`config.mk`:
```
export PLATFORM = sky130hd
export DESIGN_NAME = x86_integer_alu_with_flags
export DESIGN_NICKNAME = d
export VERILOG_FILES = /design/src/rtl/core/x86alu_pkg.sv /design/src/rtl/core/x86alu_front.sv /design/src/rtl/core/x86alu_fifo.sv /design/src/rtl/core/x86alu_div.sv /design/src/rtl/core/x86alu_back.sv /design/src/rtl/core/x86_integer_alu_with_flags.sv
export SDC_FILE = /design/constraint.sdc
export NUM_CORES = 2
export LEC_CHECK = 0
export BUFFER_PORTS_ARGS = -buffer_cell sky130_fd_sc_hd__buf_4
export CORE_MARGIN = 8
export CORE_UTILIZATION = 45
export CTS_CLUSTER_SIZE = 10
export DETAILED_ROUTE_END_ITERATION = 6
export PLACE_DENSITY = 0.72
export SLEW_MARGIN = 15
export SYNTH_ARGS = -nofsm -noshare
export SYNTH_HDL_FRONTEND = slang
export SYNTH_SLANG_ARGS = --single-unit
```
`constraint.sdc`:
```
create_clock -name i_clk -period 10.8 [get_ports i_clk]
set_input_delay 1.08 -clock i_clk [delete_from_list [all_inputs] [get_ports i_clk]]
set_output_delay 1.08 -clock i_clk [all_outputs]
set_load 0.005 [all_outputs]
```
`src/rtl/core/x86alu_pkg.sv`:
```
// Shared types, codes and helper functions for the x86 integer ALU.
package x86alu_pkg;

    // Operation codes of the request
    typedef enum logic [4:0] {
        OP_ADD  = 5'd0,
        OP_ADC  = 5'd1,
        OP_SUB  = 5'd2,
        OP_SBB  = 5'd3,
        OP_MUL  = 5'd4,
        OP_IMUL = 5'd5,
        OP_DIV  = 5'd6,
        OP_IDIV = 5'd7,
        OP_MOD  = 5'd8,
        OP_IMOD = 5'd9,
        OP_AND  = 5'd10,
        OP_OR   = 5'd11,
        OP_XOR  = 5'd12,
        OP_SHL  = 5'd13,
        OP_SAL  = 5'd14,
        OP_SHR  = 5'd15,
        OP_SAR  = 5'd16
    } t_op;

    // Execution class chosen by the front end
    typedef enum logic [2:0] {
        CLS_ADD,
        CLS_SUB,
        CLS_MUL,
        CLS_IMUL,
        CLS_DIV,
        CLS_LOGIC,
        CLS_SHIFT,
        CLS_NONE
    } t_cls;

    // Operand size codes (code 3 is folded to 32 bits by the front end)
    localparam logic [1:0] SZ_8  = 2'd0;
    localparam logic [1:0] SZ_16 = 2'd1;
    localparam logic [1:0] SZ_32 = 2'd2;

    localparam logic [31:0] MASK32 = 32'hFFFF_FFFF;
    localparam logic [31:0] ONE32  = 32'h0000_0001;

    typedef struct packed {
        logic cf;
        logic pf;
        logic zf;
        logic sf;
        logic of;
    } t_flags;

    // Decoded request passed from front to back
    typedef struct packed {
        t_cls        cls;
        t_op         op;
        logic [1:0]  sz;
        logic [31:0] d;
        logic [31:0] s;
        logic [63:0] div_mag;
        logic [31:0] div_sor;
        logic        neg_q;
        logic        neg_r;
        logic        want_rem;
        logic        zero_div;
        logic        shift_big;
        logic [5:0]  shift_cnt;
    } t_work;

    typedef struct packed {
        logic        start;
        logic [63:0] dividend;
        logic [31:0] divisor;
        logic [5:0]  steps;
    } t_div_cmd;

    typedef struct packed {
        logic        busy;
        logic        done;
        logic [31:0] quot;
        logic [31:0] rem;
    } t_div_stat;

    function automatic logic [31:0] size_mask(input logic [1:0] sz);
        logic [31:0] m;
        case (sz)
            SZ_8:    m = 32'h0000_00FF;
            SZ_16:   m = 32'h0000_FFFF;
            default: m = MASK32;
        endcase
        return m;
    endfunction

    function automatic logic [63:0] wide_mask(input logic [1:0] sz);
        logic [63:0] m;
        case (sz)
            SZ_8:    m = 64'h0000_0000_0000_FFFF;
            SZ_16:   m = {32'd0, MASK32};
            default: m = {MASK32, MASK32};
        endcase
        return m;
    endfunction

    function automatic logic [5:0] size_bits(input logic [1:0] sz);
        logic [5:0] n;
        case (sz)
            SZ_8:    n = 6'd8;
            SZ_16:   n = 6'd16;
            default: n = 6'd32;
        endcase
        return n;
    endfunction

    function automatic logic sign_at(input logic [31:0] v, input logic [1:0] sz);
        logic b;
        case (sz)
            SZ_8:    b = v[7];
            SZ_16:   b = v[15];
            default: b = v[31];
        endcase
        return b;
    endfunction

    // Bit just above the operand size (carry out position)
    function automatic logic bit_above(input logic [32:0] v, input logic [1:0] sz);
        logic b;
        case (sz)
            SZ_8:    b = v[8];
            SZ_16:   b = v[16];
            default: b = v[32];
        endcase
        return b;
    endfunction

    function automatic logic [31:0] sext32(input logic [31:0] v, input logic [1:0] sz);
        logic [31:0] x;
        case (sz)
            SZ_8:    x = {{24{v[7]}}, v[7:0]};
            SZ_16:   x = {{16{v[15]}}, v[15:0]};
            default: x = v;
        endcase
        return x;
    endfunction

    // Update PF, ZF and SF from a masked result
    function automatic t_flags res_flags(input t_flags f, input logic [31:0] r,
                                         input logic [1:0] sz);
        t_flags o;
        o    = f;
        o.pf = ~(^r[7:0]);
        o.zf = (r == 32'd0);
        o.sf = sign_at(r, sz);
        return o;
    endfunction

endpackage

```
`src/rtl/core/x86alu_front.sv`:
```
// Front end: accepts requests, classifies them and prepares operands.
module x86alu_front (
    input  logic                i_clk,
    input  logic                i_rst_n,
    input  logic                i_in_valid,
    output logic                o_in_ready,
    input  logic [4:0]          i_operation,
    input  logic [31:0]         i_source_operand,
    input  logic [63:0]         i_dest_operand,
    input  logic [1:0]          i_size_select,
    input  logic                i_full,
    output logic                o_push,
    output x86alu_pkg::t_work   o_work
);

    x86alu_pkg::t_op   w_op;
    logic [1:0]        w_sz;
    logic [31:0]       w_m;
    logic [31:0]       w_s;
    logic [31:0]       w_d;
    logic [63:0]       w_dd;
    logic [63:0]       w_ddext;
    logic              w_dd_sign;
    logic              w_sgn;
    logic              w_nd;
    logic              w_ns;
    logic [63:0]       w_md;
    logic [31:0]       w_ms;
    logic              r_seen;

    // Take a request whenever the queue has room and reset is over
    assign o_in_ready = r_seen & ~i_full;
    assign o_push     = i_in_valid & o_in_ready;

    // Track that the front has left reset (used only to gate the ready path)
    always_ff @(posedge i_clk) begin
        if (!i_rst_n) begin
            r_seen <= 1'b0;
        end else begin
            r_seen <= 1'b1;
        end
    end

    // Normalize size and mask operands
    always_comb begin
        w_op  = x86alu_pkg::t_op'(i_operation);
        w_sz  = (i_size_select == 2'd3) ? x86alu_pkg::SZ_32 : i_size_select;
        w_m   = x86alu_pkg::size_mask(w_sz);
        w_s   = i_source_operand & w_m;
        w_d   = i_dest_operand[31:0] & w_m;
        w_dd  = i_dest_operand & x86alu_pkg::wide_mask(w_sz);
        case (w_sz)
            x86alu_pkg::SZ_8: begin
                w_dd_sign = w_dd[15];
                w_ddext   = {{48{w_dd[15]}}, w_dd[15:0]};
            end
            x86alu_pkg::SZ_16: begin
                w_dd_sign = w_dd[31];
                w_ddext   = {{32{w_dd[31]}}, w_dd[31:0]};
            end
            default: begin
                w_dd_sign = w_dd[63];
                w_ddext   = w_dd;
            end
        endcase
        w_sgn = (w_op == x86alu_pkg::OP_IDIV) || (w_op == x86alu_pkg::OP_IMOD);
        w_nd  = w_sgn & w_dd_sign;
        w_ns  = w_sgn & x86alu_pkg::sign_at(w_s, w_sz);
        w_md  = w_nd ? (64'd0 - w_ddext) : w_dd;
        w_ms  = w_ns ? (32'd0 - x86alu_pkg::sext32(w_s, w_sz)) : w_s;
    end

    // Classify and build the work item
    always_comb begin
        o_work     = '0;
        o_work.op  = w_op;
        o_work.sz  = w_sz;
        o_work.d   = w_d;
        o_work.s   = w_s;
        unique case (w_op) inside
            x86alu_pkg::OP_ADD, x86alu_pkg::OP_ADC:   o_work.cls = x86alu_pkg::CLS_ADD;
            x86alu_pkg::OP_SUB, x86alu_pkg::OP_SBB:   o_work.cls = x86alu_pkg::CLS_SUB;
            x86alu_pkg::OP_MUL:                       o_work.cls = x86alu_pkg::CLS_MUL;
            x86alu_pkg::OP_IMUL:                      o_work.cls = x86alu_pkg::CLS_IMUL;
            x86alu_pkg::OP_DIV, x86alu_pkg::OP_IDIV,
            x86alu_pkg::OP_MOD, x86alu_pkg::OP_IMOD:  o_work.cls = x86alu_pkg::CLS_DIV;
            x86alu_pkg::OP_AND, x86alu_pkg::OP_OR,
            x86alu_pkg::OP_XOR:                       o_work.cls = x86alu_pkg::CLS_LOGIC;
            x86alu_pkg::OP_SHL, x86alu_pkg::OP_SAL,
            x86alu_pkg::OP_SHR, x86alu_pkg::OP_SAR:   o_work.cls = x86alu_pkg::CLS_SHIFT;
            default:                                  o_work.cls = x86alu_pkg::CLS_NONE;
        endcase
        // Left-justify the dividend magnitude for the MSB-first divider
        case (w_sz)
            x86alu_pkg::SZ_8:  o_work.div_mag = w_md << 48;
            x86alu_pkg::SZ_16: o_work.div_mag = w_md << 32;
            default:           o_work.div_mag = w_md;
        endcase
        o_work.div_sor   = w_ms;
        o_work.neg_q     = w_nd ^ w_ns;
        o_work.neg_r     = w_nd;
        o_work.want_rem  = (w_op == x86alu_pkg::OP_MOD) || (w_op == x86alu_pkg::OP_IMOD);
        o_work.zero_div  = (w_s == 32'd0);
        o_work.shift_big = w_s > {26'd0, x86alu_pkg::size_bits(w_sz)};
        o_work.shift_cnt = w_s[5:0];
    end

endmodule

```
`src/rtl/core/x86alu_fifo.sv`:
```
// Short queue of decoded requests between front and back.
module x86alu_fifo #(
    parameter int DEPTH = 2
) (
    input  logic               i_clk,
    input  logic               i_rst_n,
    input  logic               i_push,
    input  x86alu_pkg::t_work  i_data,
    output logic               o_full,
    input  logic               i_pop,
    output logic               o_valid,
    output x86alu_pkg::t_work  o_data
);

    localparam int PTR_W = (DEPTH > 1) ? $clog2(DEPTH) : 1;
    localparam int CNT_W = $clog2(DEPTH + 1);

    x86alu_pkg::t_work r_mem [DEPTH];
    logic [PTR_W-1:0]  r_wr_ptr;
    logic [PTR_W-1:0]  r_rd_ptr;
    logic [CNT_W-1:0]  r_count;

    assign o_full  = (r_count == CNT_W'(DEPTH));
    assign o_valid = (r_count != '0);
    assign o_data  = r_mem[r_rd_ptr];

    // Store a request
    always_ff @(posedge i_clk) begin
        if (i_push) begin
            r_mem[r_wr_ptr] <= i_data;
        end
    end

    // Advance pointers and count
    always_ff @(posedge i_clk) begin
        if (!i_rst_n) begin
            r_wr_ptr <= '0;
            r_rd_ptr <= '0;
            r_count  <= '0;
        end else begin
            if (i_push) begin
                r_wr_ptr <= (r_wr_ptr == PTR_W'(DEPTH - 1)) ? '0 : r_wr_ptr + 1'b1;
            end
            if (i_pop) begin
                r_rd_ptr <= (r_rd_ptr == PTR_W'(DEPTH - 1)) ? '0 : r_rd_ptr + 1'b1;
            end
            if (i_push && !i_pop) begin
                r_count <= r_count + 1'b1;
            end else if (!i_push && i_pop) begin
                r_count <= r_count - 1'b1;
            end
        end
    end

endmodule

```
`src/rtl/core/x86alu_div.sv`:
```
// Radix-4 restoring divider: two quotient bits per cycle, MSB first.
module x86alu_div (
    input  logic                   i_clk,
    input  logic                   i_rst_n,
    input  x86alu_pkg::t_div_cmd   i_cmd,
    output x86alu_pkg::t_div_stat  o_stat
);

    logic        r_busy;
    logic        r_done;
    logic [5:0]  r_cnt;
    logic [63:0] r_dvd;
    logic [31:0] r_dsor;
    logic [31:0] r_rem;
    logic [31:0] r_quo;

    logic [32:0] w_t1;
    logic [32:0] w_t2;
    logic        w_ge1;
    logic        w_ge2;
    logic [31:0] w_r1;
    logic [31:0] w_r2;

    // Two dependent subtract steps
    always_comb begin
        w_t1  = {r_rem, r_dvd[63]};
        w_ge1 = w_t1 >= {1'b0, r_dsor};
        w_r1  = w_ge1 ? 32'(w_t1 - {1'b0, r_dsor}) : w_t1[31:0];
        w_t2  = {w_r1, r_dvd[62]};
        w_ge2 = w_t2 >= {1'b0, r_dsor};
        w_r2  = w_ge2 ? 32'(w_t2 - {1'b0, r_dsor}) : w_t2[31:0];
    end

    // Control: start, count down, flag done
    always_ff @(posedge i_clk) begin
        if (!i_rst_n) begin
            r_busy <= 1'b0;
            r_done <= 1'b0;
            r_cnt  <= '0;
        end else if (i_cmd.start) begin
            r_busy <= 1'b1;
            r_done <= 1'b0;
            r_cnt  <= i_cmd.steps;
        end else if (r_busy) begin
            r_cnt <= r_cnt - 1'b1;
            if (r_cnt == 6'd1) begin
                r_busy <= 1'b0;
                r_done <= 1'b1;
            end
        end
    end

    // Datapath: shift dividend, accumulate quotient
    always_ff @(posedge i_clk) begin
        if (i_cmd.start) begin
            r_dvd  <= i_cmd.dividend;
            r_dsor <= i_cmd.divisor;
            r_rem  <= '0;
            r_quo  <= '0;
        end else if (r_busy) begin
            r_dvd <= r_dvd << 2;
            r_rem <= w_r2;
            r_quo <= {r_quo[29:0], w_ge1, w_ge2};
        end
    end

    assign o_stat.busy = r_busy;
    assign o_stat.done = r_done;
    assign o_stat.quot = r_quo;
    assign o_stat.rem  = r_rem;

endmodule

```
`src/rtl/core/x86alu_back.sv`:
```
// Back end: executes queued requests, keeps the flags and holds the result.
module x86alu_back (
    input  logic                   i_clk,
    input  logic                   i_rst_n,
    input  logic                   i_head_valid,
    input  x86alu_pkg::t_work      i_head,
    output logic                   o_pop,
    output x86alu_pkg::t_div_cmd   o_div_cmd,
    input  x86alu_pkg::t_div_stat  i_div_stat,
    output logic                   o_out_valid,
    input  logic                   i_out_ready,
    output logic [63:0]            o_result_value,
    output x86alu_pkg::t_flags     o_flags,
    output logic                   o_divide_error
);

    typedef enum logic [2:0] {
        ST_IDLE = 3'b001,
        ST_MUL  = 3'b010,
        ST_DIV  = 3'b100
    } t_state;

    t_state              r_state;
    t_state              n_state;
    x86alu_pkg::t_flags  r_flags;
    x86alu_pkg::t_work   r_cur;
    logic [63:0]         r_prod;
    logic                r_out_valid;
    logic [63:0]         r_res;
    logic                r_derr;

    logic                w_out_free;
    logic                w_fin;
    logic [63:0]         w_res;
    x86alu_pkg::t_flags  w_flg;
    logic                w_derr;

    // Combinational datapath on the queue head
    logic [31:0]         a_m;
    logic                a_cin;
    logic [32:0]         a_sum;
    logic [32:0]         a_sub;
    logic [31:0]         a_r;
    x86alu_pkg::t_flags  a_f;
    logic                a_derr;
    logic [63:0]         a_shl;
    logic [31:0]         a_sx;
    logic [31:0]         a_ext;
    logic                a_fill;
    logic [64:0]         a_y;
    logic [64:0]         a_z;
    logic                a_sar;

    // Multiplier operands
    logic [32:0]         m_a;
    logic [32:0]         m_b;
    logic [65:0]         m_p;

    // Finish values for multi-cycle work
    logic [63:0]         f_prod;
    logic                f_hi;
    logic [31:0]         f_q;
    logic [31:0]         f_r;
    logic [31:0]         f_m;

    assign w_out_free = ~r_out_valid | i_out_ready;

    // Add, subtract, logic and shift on the head
    always_comb begin
        a_m    = x86alu_pkg::size_mask(i_head.sz);
        a_cin  = ((i_head.op == x86alu_pkg::OP_ADC) || (i_head.op == x86alu_pkg::OP_SBB))
                 & r_flags.cf;
        a_sum  = {1'b0, i_head.d} + {1'b0, i_head.s} + {32'd0, a_cin};
        a_sub  = {1'b0, i_head.s} + {32'd0, a_cin};
        a_shl  = {32'd0, i_head.d} << i_head.shift_cnt;
        a_sar  = (i_head.op == x86alu_pkg::OP_SAR);
        a_sx   = x86alu_pkg::sext32(i_head.d, i_head.sz);
        a_ext  = a_sar ? a_sx : i_head.d;
        a_fill = a_sar & a_sx[31];
        a_y    = {{32{a_fill}}, a_ext, 1'b0};
        a_z    = a_y >> i_head.shift_cnt;
        a_r    = '0;
        a_f    = r_flags;
        a_derr = 1'b0;
        case (i_head.cls)
            x86alu_pkg::CLS_ADD: begin
                a_r    = a_sum[31:0] & a_m;
                a_f.cf = x86alu_pkg::bit_above(a_sum, i_head.sz);
                a_f.of = x86alu_pkg::sign_at(~(i_head.d ^ i_head.s) & (i_head.d ^ a_r),
                                             i_head.sz);
                a_f    = x86alu_pkg::res_flags(a_f, a_r, i_head.sz);
            end
            x86alu_pkg::CLS_SUB: begin
                a_r    = (i_head.d - a_sub[31:0]) & a_m;
                a_f.cf = {1'b0, i_head.d} < a_sub;
                a_f.of = x86alu_pkg::sign_at((i_head.d ^ i_head.s) & (i_head.d ^ a_r),
                                             i_head.sz);
                a_f    = x86alu_pkg::res_flags(a_f, a_r, i_head.sz);
            end
            x86alu_pkg::CLS_LOGIC: begin
                case (i_head.op)
                    x86alu_pkg::OP_AND: a_r = i_head.d & i_head.s;
                    x86alu_pkg::OP_OR:  a_r = i_head.d | i_head.s;
                    default:            a_r = i_head.d ^ i_head.s;
                endcase
                a_f.cf = 1'b0;
                a_f.of = 1'b0;
                a_f    = x86alu_pkg::res_flags(a_f, a_r, i_head.sz);
            end
            x86alu_pkg::CLS_SHIFT: begin
                if (i_head.shift_big) begin
                    a_r    = a_fill ? a_m : 32'd0;
                    a_f.cf = a_fill;
                end else if (i_head.shift_cnt == 6'd0) begin
                    a_r = i_head.d;
                end else if (i_head.op == x86alu_pkg::OP_SHL ||
                             i_head.op == x86alu_pkg::OP_SAL) begin
                    a_r    = a_shl[31:0] & a_m;
                    a_f.cf = x86alu_pkg::bit_above(a_shl[32:0], i_head.sz);
                end else begin
                    a_r    = a_z[32:1] & a_m;
                    a_f.cf = a_z[0];
                end
                a_f = x86alu_pkg::res_flags(a_f, a_r, i_head.sz);
            end
            x86alu_pkg::CLS_DIV: begin
                a_derr = 1'b1;
            end
            default: begin
                a_r = '0;
            end
        endcase
    end

    // One signed 33x33 multiply covers mul and imul
    always_comb begin
        if (i_head.cls == x86alu_pkg::CLS_IMUL) begin
            m_a = {x86alu_pkg::sext32(i_head.d, i_head.sz), 1'b0} >>> 0;
            m_a = {m_a[32], m_a[32:1]};
            m_b = {1'b0, x86alu_pkg::sext32(i_head.s, i_head.sz)};
            m_b[32] = m_b[31];
        end else begin
            m_a = {1'b0, i_head.d};
            m_b = {1'b0, i_head.s};
        end
        m_p = 66'($signed(m_a) * $signed(m_b));
    end

    // Finish values from the product and divider registers
    always_comb begin
        f_prod = r_prod & x86alu_pkg::wide_mask(r_cur.sz);
        case (r_cur.sz)
            x86alu_pkg::SZ_8:  f_hi = |f_prod[15:8];
            x86alu_pkg::SZ_16: f_hi = |f_prod[31:16];
            default:           f_hi = |f_prod[63:32];
        endcase
        f_m = x86alu_pkg::size_mask(r_cur.sz);
        f_q = r_cur.neg_q ? (32'd0 - i_div_stat.quot) : i_div_stat.quot;
        f_r = r_cur.neg_r ? (32'd0 - i_div_stat.rem) : i_div_stat.rem;
    end

    // Sequence requests through the back end
    always_comb begin
        n_state             = r_state;
        o_pop               = 1'b0;
        w_fin               = 1'b0;
        w_res               = '0;
        w_flg               = r_flags;
        w_derr              = 1'b0;
        o_div_cmd.start     = 1'b0;
        o_div_cmd.dividend  = i_head.div_mag;
        o_div_cmd.divisor   = i_head.div_sor;
        o_div_cmd.steps     = x86alu_pkg::size_bits(i_head.sz);
        unique case (r_state)
            ST_IDLE: begin
                if (i_head_valid) begin
                    if (i_head.cls == x86alu_pkg::CLS_MUL ||
                        i_head.cls == x86alu_pkg::CLS_IMUL) begin
                        o_pop   = 1'b1;
                        n_state = ST_MUL;
                    end else if (i_head.cls == x86alu_pkg::CLS_DIV && !i_head.zero_div) begin
                        o_pop           = 1'b1;
                        o_div_cmd.start = 1'b1;
                        n_state         = ST_DIV;
                    end else if (w_out_free) begin
                        o_pop  = 1'b1;
                        w_fin  = 1'b1;
                        w_res  = {32'd0, a_r};
                        w_flg  = a_f;
                        w_derr = a_derr;
                    end
                end
            end
            ST_MUL: begin
                if (w_out_free) begin
                    w_fin = 1'b1;
                    w_res = f_prod;
                    if (r_cur.cls == x86alu_pkg::CLS_MUL) begin
                        w_flg.cf = f_hi;
                        w_flg.of = f_hi;
                    end
                    n_state = ST_IDLE;
                end
            end
            ST_DIV: begin
                if (i_div_stat.done && w_out_free) begin
                    w_fin   = 1'b1;
                    w_res   = {32'd0, (r_cur.want_rem ? f_r : f_q) & f_m};
                    n_state = ST_IDLE;
                end
            end
            default: begin
                n_state = ST_IDLE;
            end
        endcase
    end

    // Hold state, flags and output valid
    always_ff @(posedge i_clk) begin
        if (!i_rst_n) begin
            r_state     <= ST_IDLE;
            r_flags     <= '0;
            r_out_valid <= 1'b0;
        end else begin
            r_state <= n_state;
            if (w_fin) begin
                r_flags     <= w_flg;
                r_out_valid <= 1'b1;
            end else if (i_out_ready) begin
                r_out_valid <= 1'b0;
            end
        end
    end

    // Capture payloads
    always_ff @(posedge i_clk) begin
        if (o_pop) begin
            r_cur  <= i_head;
            r_prod <= m_p[63:0];
        end
        if (w_fin) begin
            r_res  <= w_res;
            r_derr <= w_derr;
        end
    end

    assign o_out_valid    = r_out_valid;
    assign o_result_value = r_res;
    assign o_flags        = r_flags;
    assign o_divide_error = r_derr;

`ifndef ASSERT_OFF
    a_flags_hold: assert property (@(posedge i_clk) disable iff (!i_rst_n)
        !w_fin |=> $stable(r_flags))
        else $error("flags changed without a finished request");
    a_div_alive: assert property (@(posedge i_clk) disable iff (!i_rst_n)
        (r_state == ST_DIV) |-> (i_div_stat.busy || i_div_stat.done))
        else $error("waiting on an idle divider");
    a_derr_zero: assert property (@(posedge i_clk) disable iff (!i_rst_n)
        (r_out_valid && r_derr) |-> (r_res == 64'd0))
        else $error("divide error with nonzero result");
    a_no_overwrite: assert property (@(posedge i_clk) disable iff (!i_rst_n)
        (r_out_valid && !i_out_ready) |=> $stable(r_res))
        else $error("pending result overwritten");
`endif

endmodule

```
`src/rtl/core/x86_integer_alu_with_flags.sv`:
```
// Top level of the x86 integer ALU with flags register.
//
//   channel   direction   handshake                 payload
//   in        to block    i_in_valid / o_in_ready   operation, operands, size
//   out       from block  o_out_valid / i_out_ready result, CF PF ZF SF OF, divide error
//
// add, adc, sub, sbb, logic and shift are computed on the queue head in the back end;
// mul and imul go through one registered 33x33 multiply; div, idiv, mod and imod
// run 8, 16 or 32 iterations of the radix-4 divider, by operand size.
// The front end decodes into a QUEUE_DEPTH-entry queue, so requests are taken
// while the back end works or the result register waits.
// Reset clears the flags, the queue and all valids; it is synchronous, active low.
module x86_integer_alu_with_flags #(
    parameter int QUEUE_DEPTH = 2
) (
    input  logic        i_clk,
    input  logic        i_rst_n,
    input  logic        i_in_valid,
    output logic        o_in_ready,
    input  logic [4:0]  i_operation,
    input  logic [31:0] i_source_operand,
    input  logic [63:0] i_dest_operand,
    input  logic [1:0]  i_size_select,
    output logic        o_out_valid,
    input  logic        i_out_ready,
    output logic [63:0] o_result_value,
    output logic        o_carry_flag,
    output logic        o_parity_flag,
    output logic        o_zero_flag,
    output logic        o_sign_flag,
    output logic        o_overflow_flag,
    output logic        o_divide_error
);

    x86alu_pkg::t_work     w_work;
    x86alu_pkg::t_work     w_head;
    logic                  w_push;
    logic                  w_full;
    logic                  w_pop;
    logic                  w_head_valid;
    x86alu_pkg::t_div_cmd  w_div_cmd;
    x86alu_pkg::t_div_stat w_div_stat;
    x86alu_pkg::t_flags    w_flags;

    x86alu_front u_front (
        .i_clk            (i_clk),
        .i_rst_n          (i_rst_n),
        .i_in_valid       (i_in_valid),
        .o_in_ready       (o_in_ready),
        .i_operation      (i_operation),
        .i_source_operand (i_source_operand),
        .i_dest_operand   (i_dest_operand),
        .i_size_select    (i_size_select),
        .i_full           (w_full),
        .o_push           (w_push),
        .o_work           (w_work)
    );

    x86alu_fifo #(
        .DEPTH (QUEUE_DEPTH)
    ) u_fifo (
        .i_clk   (i_clk),
        .i_rst_n (i_rst_n),
        .i_push  (w_push),
        .i_data  (w_work),
        .o_full  (w_full),
        .i_pop   (w_pop),
        .o_valid (w_head_valid),
        .o_data  (w_head)
    );

    x86alu_div u_div (
        .i_clk   (i_clk),
        .i_rst_n (i_rst_n),
        .i_cmd   (w_div_cmd),
        .o_stat  (w_div_stat)
    );

    x86alu_back u_back (
        .i_clk          (i_clk),
        .i_rst_n        (i_rst_n),
        .i_head_valid   (w_head_valid),
        .i_head         (w_head),
        .o_pop          (w_pop),
        .o_div_cmd      (w_div_cmd),
        .i_div_stat     (w_div_stat),
        .o_out_valid    (o_out_valid),
        .i_out_ready    (i_out_ready),
        .o_result_value (o_result_value),
        .o_flags        (w_flags),
        .o_divide_error (o_divide_error)
    );

    assign o_carry_flag    = w_flags.cf;
    assign o_parity_flag   = w_flags.pf;
    assign o_zero_flag     = w_flags.zf;
    assign o_sign_flag     = w_flags.sf;
    assign o_overflow_flag = w_flags.of;

endmodule
```
# ---- Word level (Yosys, flattened, before mapping)
# Memories as Yosys holds them, arrays and structs flattened. A register that Yosys moved wholly into a read port is not among the register bits.
# Index checks and enable logic that the tools add are counted.
dict set report totals {
  ff_bits 319
  mem_bits_rw 362
  output_inout_bits 72
  memories 1
}
dict set report classes {
  addsub 15
  mul 1
  magnitude_cmp 4
  n_eq_ne 51
  shifts 2
  n_mux 101
  n_bitwise 37
  n_reduce_logical 48
}
# name depth width rd rd_clocked_by_memory_dff wr line_no
set memory_table {}
lappend memory_table {u_fifo.r_mem 2 181 1 1 1 x86alu_fifo.sv:18} ;# x86alu_pkg::t_work r_mem [DEPTH];
# op count
set ops {}
lappend ops {{64-bit case mux with 2 select lines} 4}
lappend ops {{32-bit 2-to-1 mux} 15}
lappend ops {{64-bit 2-to-1 mux} 7}
lappend ops {{32-bit case mux with 2 select lines} 7}
lappend ops {{32-bit bitwise AND} 10}
lappend ops {{64-bit case mux with 3 select lines} 1}
lappend ops {{32-bit zero test} 5}
lappend ops {{64-bit bitwise AND} 2}
lappend ops {{32-bit case mux with 4 select lines} 1}
lappend ops {{1-bit by 32-bit subtractor with 32-bit output (first input constant)} 3}
lappend ops {{32-bit subtractor} 3}
lappend ops {{32-bit bitwise XOR} 3}
lappend ops {{33-bit by 32-bit greater-or-equal comparator with 1-bit output} 2}
lappend ops {{33-bit 2-to-1 mux} 2}
lappend ops {{65-bit by 6-bit >> shifter with 33-bit output} 1}
lappend ops {{33-bit by 33-bit multiplier with 64-bit output} 1}
lappend ops {{1-bit by 64-bit subtractor with 64-bit output (first input constant)} 1}
lappend ops {{5-bit by 4-bit == test with 1-bit output (second input constant)} 12}
lappend ops {{32-bit by 1-bit adder with 33-bit output} 1}
lappend ops {{32-bit by 32-bit adder with 33-bit output} 1}
lappend ops {{33-bit by 1-bit adder with 33-bit output} 1}
lappend ops {{32-bit by 33-bit < comparator with 1-bit output} 1}
lappend ops {{32-bit by 6-bit << shifter with 33-bit output} 1}
lappend ops {{32-bit by 6-bit > comparator with 1-bit output} 1}
lappend ops {{58 further kinds} 173}

# ---- Depth between registers and ports, before layout
dict set report depth {
  ltp_word 17
  mapped_depth 44
  mapped_depth_nobuf 37
}

# ---- Hierarchy
# From an unflattened synthesis, not the netlist that was laid out.
dict set report unflattened {
  cells_unflattened 9099
  area_unflattened_um2 85702.2
}
# module instances cells_per_inst area_per_inst_um2 seq_area_each_um2
set modules_own_cells {}
lappend modules_own_cells {x86alu_back 1 6708 57196.1 4294.1}
lappend modules_own_cells {x86alu_fifo 1 585 13634.3 10970.5}
lappend modules_own_cells {x86alu_div 1 1058 10328.7 4324.1}
lappend modules_own_cells {x86alu_front 1 748 4543.1 20.0}

# ---- Worst setup path before layout
# No wires, ideal clock.
dict set report synth_path {
  kind {reg-to-reg}
  from {register with a tool-made name}
  to {register u_back.r_prod[62] (data pin)}
  t_arrival_ps 10737
  required_time_ps 10538
  slack_ps -199
  path_stages_with_launch 42
  path_buffers 8
  period_less_slack_ps 10999
  cell_sequence {dfxtp_1 -> buf_6 -> buf_8 -> buf_4 -> buf_4 -> buf_2 -> buf_2 -> mux2i_1 -> nand2_1 -> nor2_1 -> nand2_1 -> nor2_1 -> nand2_1 -> o21ai_1 -> clkbuf_1 -> nor2_1 -> fa_1 -> fa_1 -> [... 6 more ...] -> fa_1 -> inv_1 -> fa_1 -> inv_1 -> ha_1 -> clkbuf_1 -> a21o_1 -> a21o_1 -> a2111oi_0 -> a221oi_1 -> o21a_1 -> o41a_1 -> a221o_1 -> nor3b_1 -> a2111oi_1 -> o2bb2ai_1 -> o21ai_1 -> xor2_1}
}
# item line_no
set synth_rtl {}
lappend synth_rtl {{to (signal assigned)} x86alu_back.sv:239} ;# r_prod <= m_p[63:0];
lappend synth_rtl {{to (decl)} x86alu_back.sv:27} ;# logic [63:0] r_prod;

==> metrics.md <==
| Metric | Value |
|---|---|
| Most common cell after layout, fill and taps aside | inv_1 |
| First-pass GRT wire length | 505,000 um |
| WS Path Type | register to register |
| CTS H-Tree Depth | 3 |
| Die area | 196,000 um^2 |
| Post-Syn Instances | 8,935 |
| Critical path endpoint | u_back.r_prod[62] |
| Top-area cell type share of the netlist area | 0.275 |
| Clock Skew | 0.0877 ns |
| Crit path required time | 11.32 ns |
| Synth Area in Simple Gates | 0.139 |
| Fin crit share | 0.972 |
| CP bufs+invs | 11 |
| Antenna violations before repair | 20 |
| Seq cells post-synth | 668 |
| Xor/xnor cell area share of the yosys netlist | 0.0399 |
| Adder-cell share of the synthesized area | 0.337 |
| Via count | 70.6k |
| Post-synth EDFFs | 581 |
| Critical path arrival | 11.02 ns |
| Core area | 181,000 um^2 |
| DR iter-0 viols | 7,897 |
| WHS | 0.498 ns |
| Slew Viols, Final | 0 |
| Critical path's slowest cell | fa_1 |
| Final setup TNS | 0 ns |
| CP Max Fanout | 14 |
| Yosys top cell by area | fa_1 |
| Setup WS pre-CTS | -0.0833 ns |
| Number of max-cap violations | 0 |
| Cell variety after synth | 110 |
| Die width | about 440 um |
| Clock Latency Late Sink | between 0.7 and 0.8 ns |
| Post-synthesis mux area share | 0.0392 |
| First drt pass iteration count | 7 |
| Layout Cell Area excl Fill | 91,300 um^2 |
| Hpwl dp | 278,000 um |
| Ys flop type | edfxtp_1 |
| Worst R2R End | u_back.r_prod[62] |
| Post-Syn Area | 82,100 um^2 |
| Fraction of registers with async set/reset | 0 |
| Remaining global-route overflow | 0 |
| Drc violations | 0 |
| Largest family of logic cells by synthesized area | adder cells |
| Final setup fails | 0 |
| Final min period | 10.50 ns |
| Crit-path leading delay family | adder cells |
| Vias in the first global route | just over 70k |
| Final WS setup | 0.302 ns |
| Dpl cell area | 88,600 um^2 |
| IO Count | ~180 |
| Gr usage total | 0.348 |
| Cells on worst reg2reg path | 38 |
| Root Buffer | clkbuf_16 |
| CTS Buffer Depth | 3 |
| Largest net degree at the start of global routing | 152 |
| DRT antenna net count | 0 |
| Fillers | 16.9k |
| Hold_sp | u_div.r_dvd[22] |
| Syn_nets | between 10k and 15k |
| Final GP Congestion | 1.07 |
| Critical path's largest stage delay | 0.60 ns |
| Clk slew on worst S/H paths | around 0.060 ns |
| Share of layout cells above drive strength 1 | 0.104 |
| Fin. Hold Viols | 0 |
| Initial Util | 0.453 |
| Synth Area in Compound Gates | 0.132 |
| Setup crit end kind | register |
| Cts bufs inserted | 85 |
| TritonCTS clock tree | built |
| Synth Warn # | 0 |
| Row count | approximately 160 |
| Transition time at the pin with the least slew margin | 1.25 ns |
| Vias/cell | 6.08 |
| Max Fclk | 95.3 MHz |
| Die Y | roughly 440 um |
| Status | finished clean |
| CP Launch Type | register |
| Port Buffers | 178 |
| Post-synthesis sequential area ratio | 0.234 |
| R2R Setup Slk | 0.30 ns |
| Worst hold path class | register to register |
| Nets | 10.8k |
| Syn avg cell area | 9.19 um^2 |
| Synth area leaders | fa_1 28%, edfxtp_1 21%, ha_1 6.1% |
| Most frequent cells in the layout | 1,240 x inv_1, 1,130 x fa_1, 1,003 x nand2_1, 985 x nor2_1, 586 x buf_4 |
| Total Wirelength | 349,000 um |
| CTS sink count | roughly 670 |
| Slew margin rel. | 0.162 |
| Crit path top cell by count | fa_1 |
| Critical path depth in cells | 38 |
| WL per Instance | 30.1 um |
| P&R area growth vs syn | 11.2% |
-- through the flow --
| step | instances | utilization |
|---|---|---|
| final | 11600 | 0.504 |
| after global routing | 11600 | 0.504 |
| after CTS | 11600 | 0.503 |
| after detailed placement | 11500 | 0.489 |
| after global placement | 11500 | 0.489 |
| after floorplan | 8935 | - |
-- final cells by class --
cell class                      count  area, um^2  share of cell area
Timing Repair Buffer              618        5000              0.0548
Antenna cell                       13        32.5            0.000356
Multi-Input combinational cell   6556       56800               0.622
Inverter                         1261        4730              0.0518
Tap cell                         2370        2970              0.0325
Clock buffer                      103        2190              0.0240
Clock inverter                     31         400             0.00438
Sequential cell                   668       19200               0.210
-- worst register-to-register path, delay by kind of cell, from the launching register on --
kind / cells / cell delay [ns]
flops: 1 / 0.41
simple gates: 6 / 0.72
fa+ha+maj: 9 / 4.30
xor+xnor: 1 / 0.15
compound gates: 10 / 2.82
buf+inv: 11 / 1.54
mux: 1 / 0.35
-- routing by layer --
| metal | vias up | part of all wire | global-route usage |
|---|---|---|---|
| li1 | 30200 | - | - |
| met1 | 35800 | 0.40 | 0.470 |
| met2 | 3867 | 0.43 | 0.520 |
| met3 | 778 | 0.11 | 0.102 |
| met4 | 4 | 0.057 | 0.160 |
| met5 | - | 0.000077 | 0 |
-- logic make-up (layout without fill, tap and decap cells) --
family | after synthesis | count (layout)
compound gates | 1713 | 1713
xor+xnor | 373 | 373
fa+ha+maj | 1532 | 1532
buf+inv | 1711 | 2013
flops | 668 | 668
mux | 304 | 304
other cells | 0 | 13
simple gates | 2634 | 2634
-- worst min path at each step --
stage                       to  slack, ns  depth (start not counted)
6_report       u_div.r_dvd[24]       0.50                          2
3_5_place_dp    u_div.r_cnt[1]       0.50                          2
4_1_cts        u_div.r_dvd[24]       0.50                          2
3_3_place_gp    u_div.r_cnt[1]       0.48                          2
5_1_grt        u_div.r_dvd[24]       0.54                          2
2_1_floorplan   u_div.r_cnt[1]       0.47                          2
-- cell usage after synthesis, types with 39 or more instances --
cell / instances
inv_1: 1242
fa_1: 1130
nand2_1: 1005
nor2_1: 995
edfxtp_1: 581
a21oi_1: 444
o21ai_0: 415
ha_1: 401
clkbuf_1: 354
xnor2_1: 235
mux2i_1: 209
xor2_1: 137
nor3_1: 114
a21o_1: 99
a211oi_1: 95
dfxtp_1: 87
mux2_2: 85
nand3_1: 85
and2_1: 75
and3_1: 64
o211ai_1: 64
a31oi_1: 60
o22ai_1: 60
o21ai_1: 53
o21a_1: 51
nand2b_1: 50
buf_2: 48
o31ai_1: 47
buf_1: 40
nand4_1: 39
-- flip-flops by register name, summed over array words and instances (netlist names), 8 cells and up, named ones only --
signal and flops:
u_back.o_result_value 64, u_back.r_cur 8, u_back.r_prod 64, u_div.r_dsor 32
u_div.r_dvd 64, u_div.r_quo 32, u_div.r_rem 32, u_fifo.r_mem 348
-- repair_timing --
item,CTS,global route
pin swaps,0,2
hold buffers,0,0
endpoints found under the setup margin,3,14
gates resized for setup,2,27
setup buffers,0,2
Power is not shown: default switching activity piles up to over one toggle a cycle in this logic, so the estimate is an artifact.
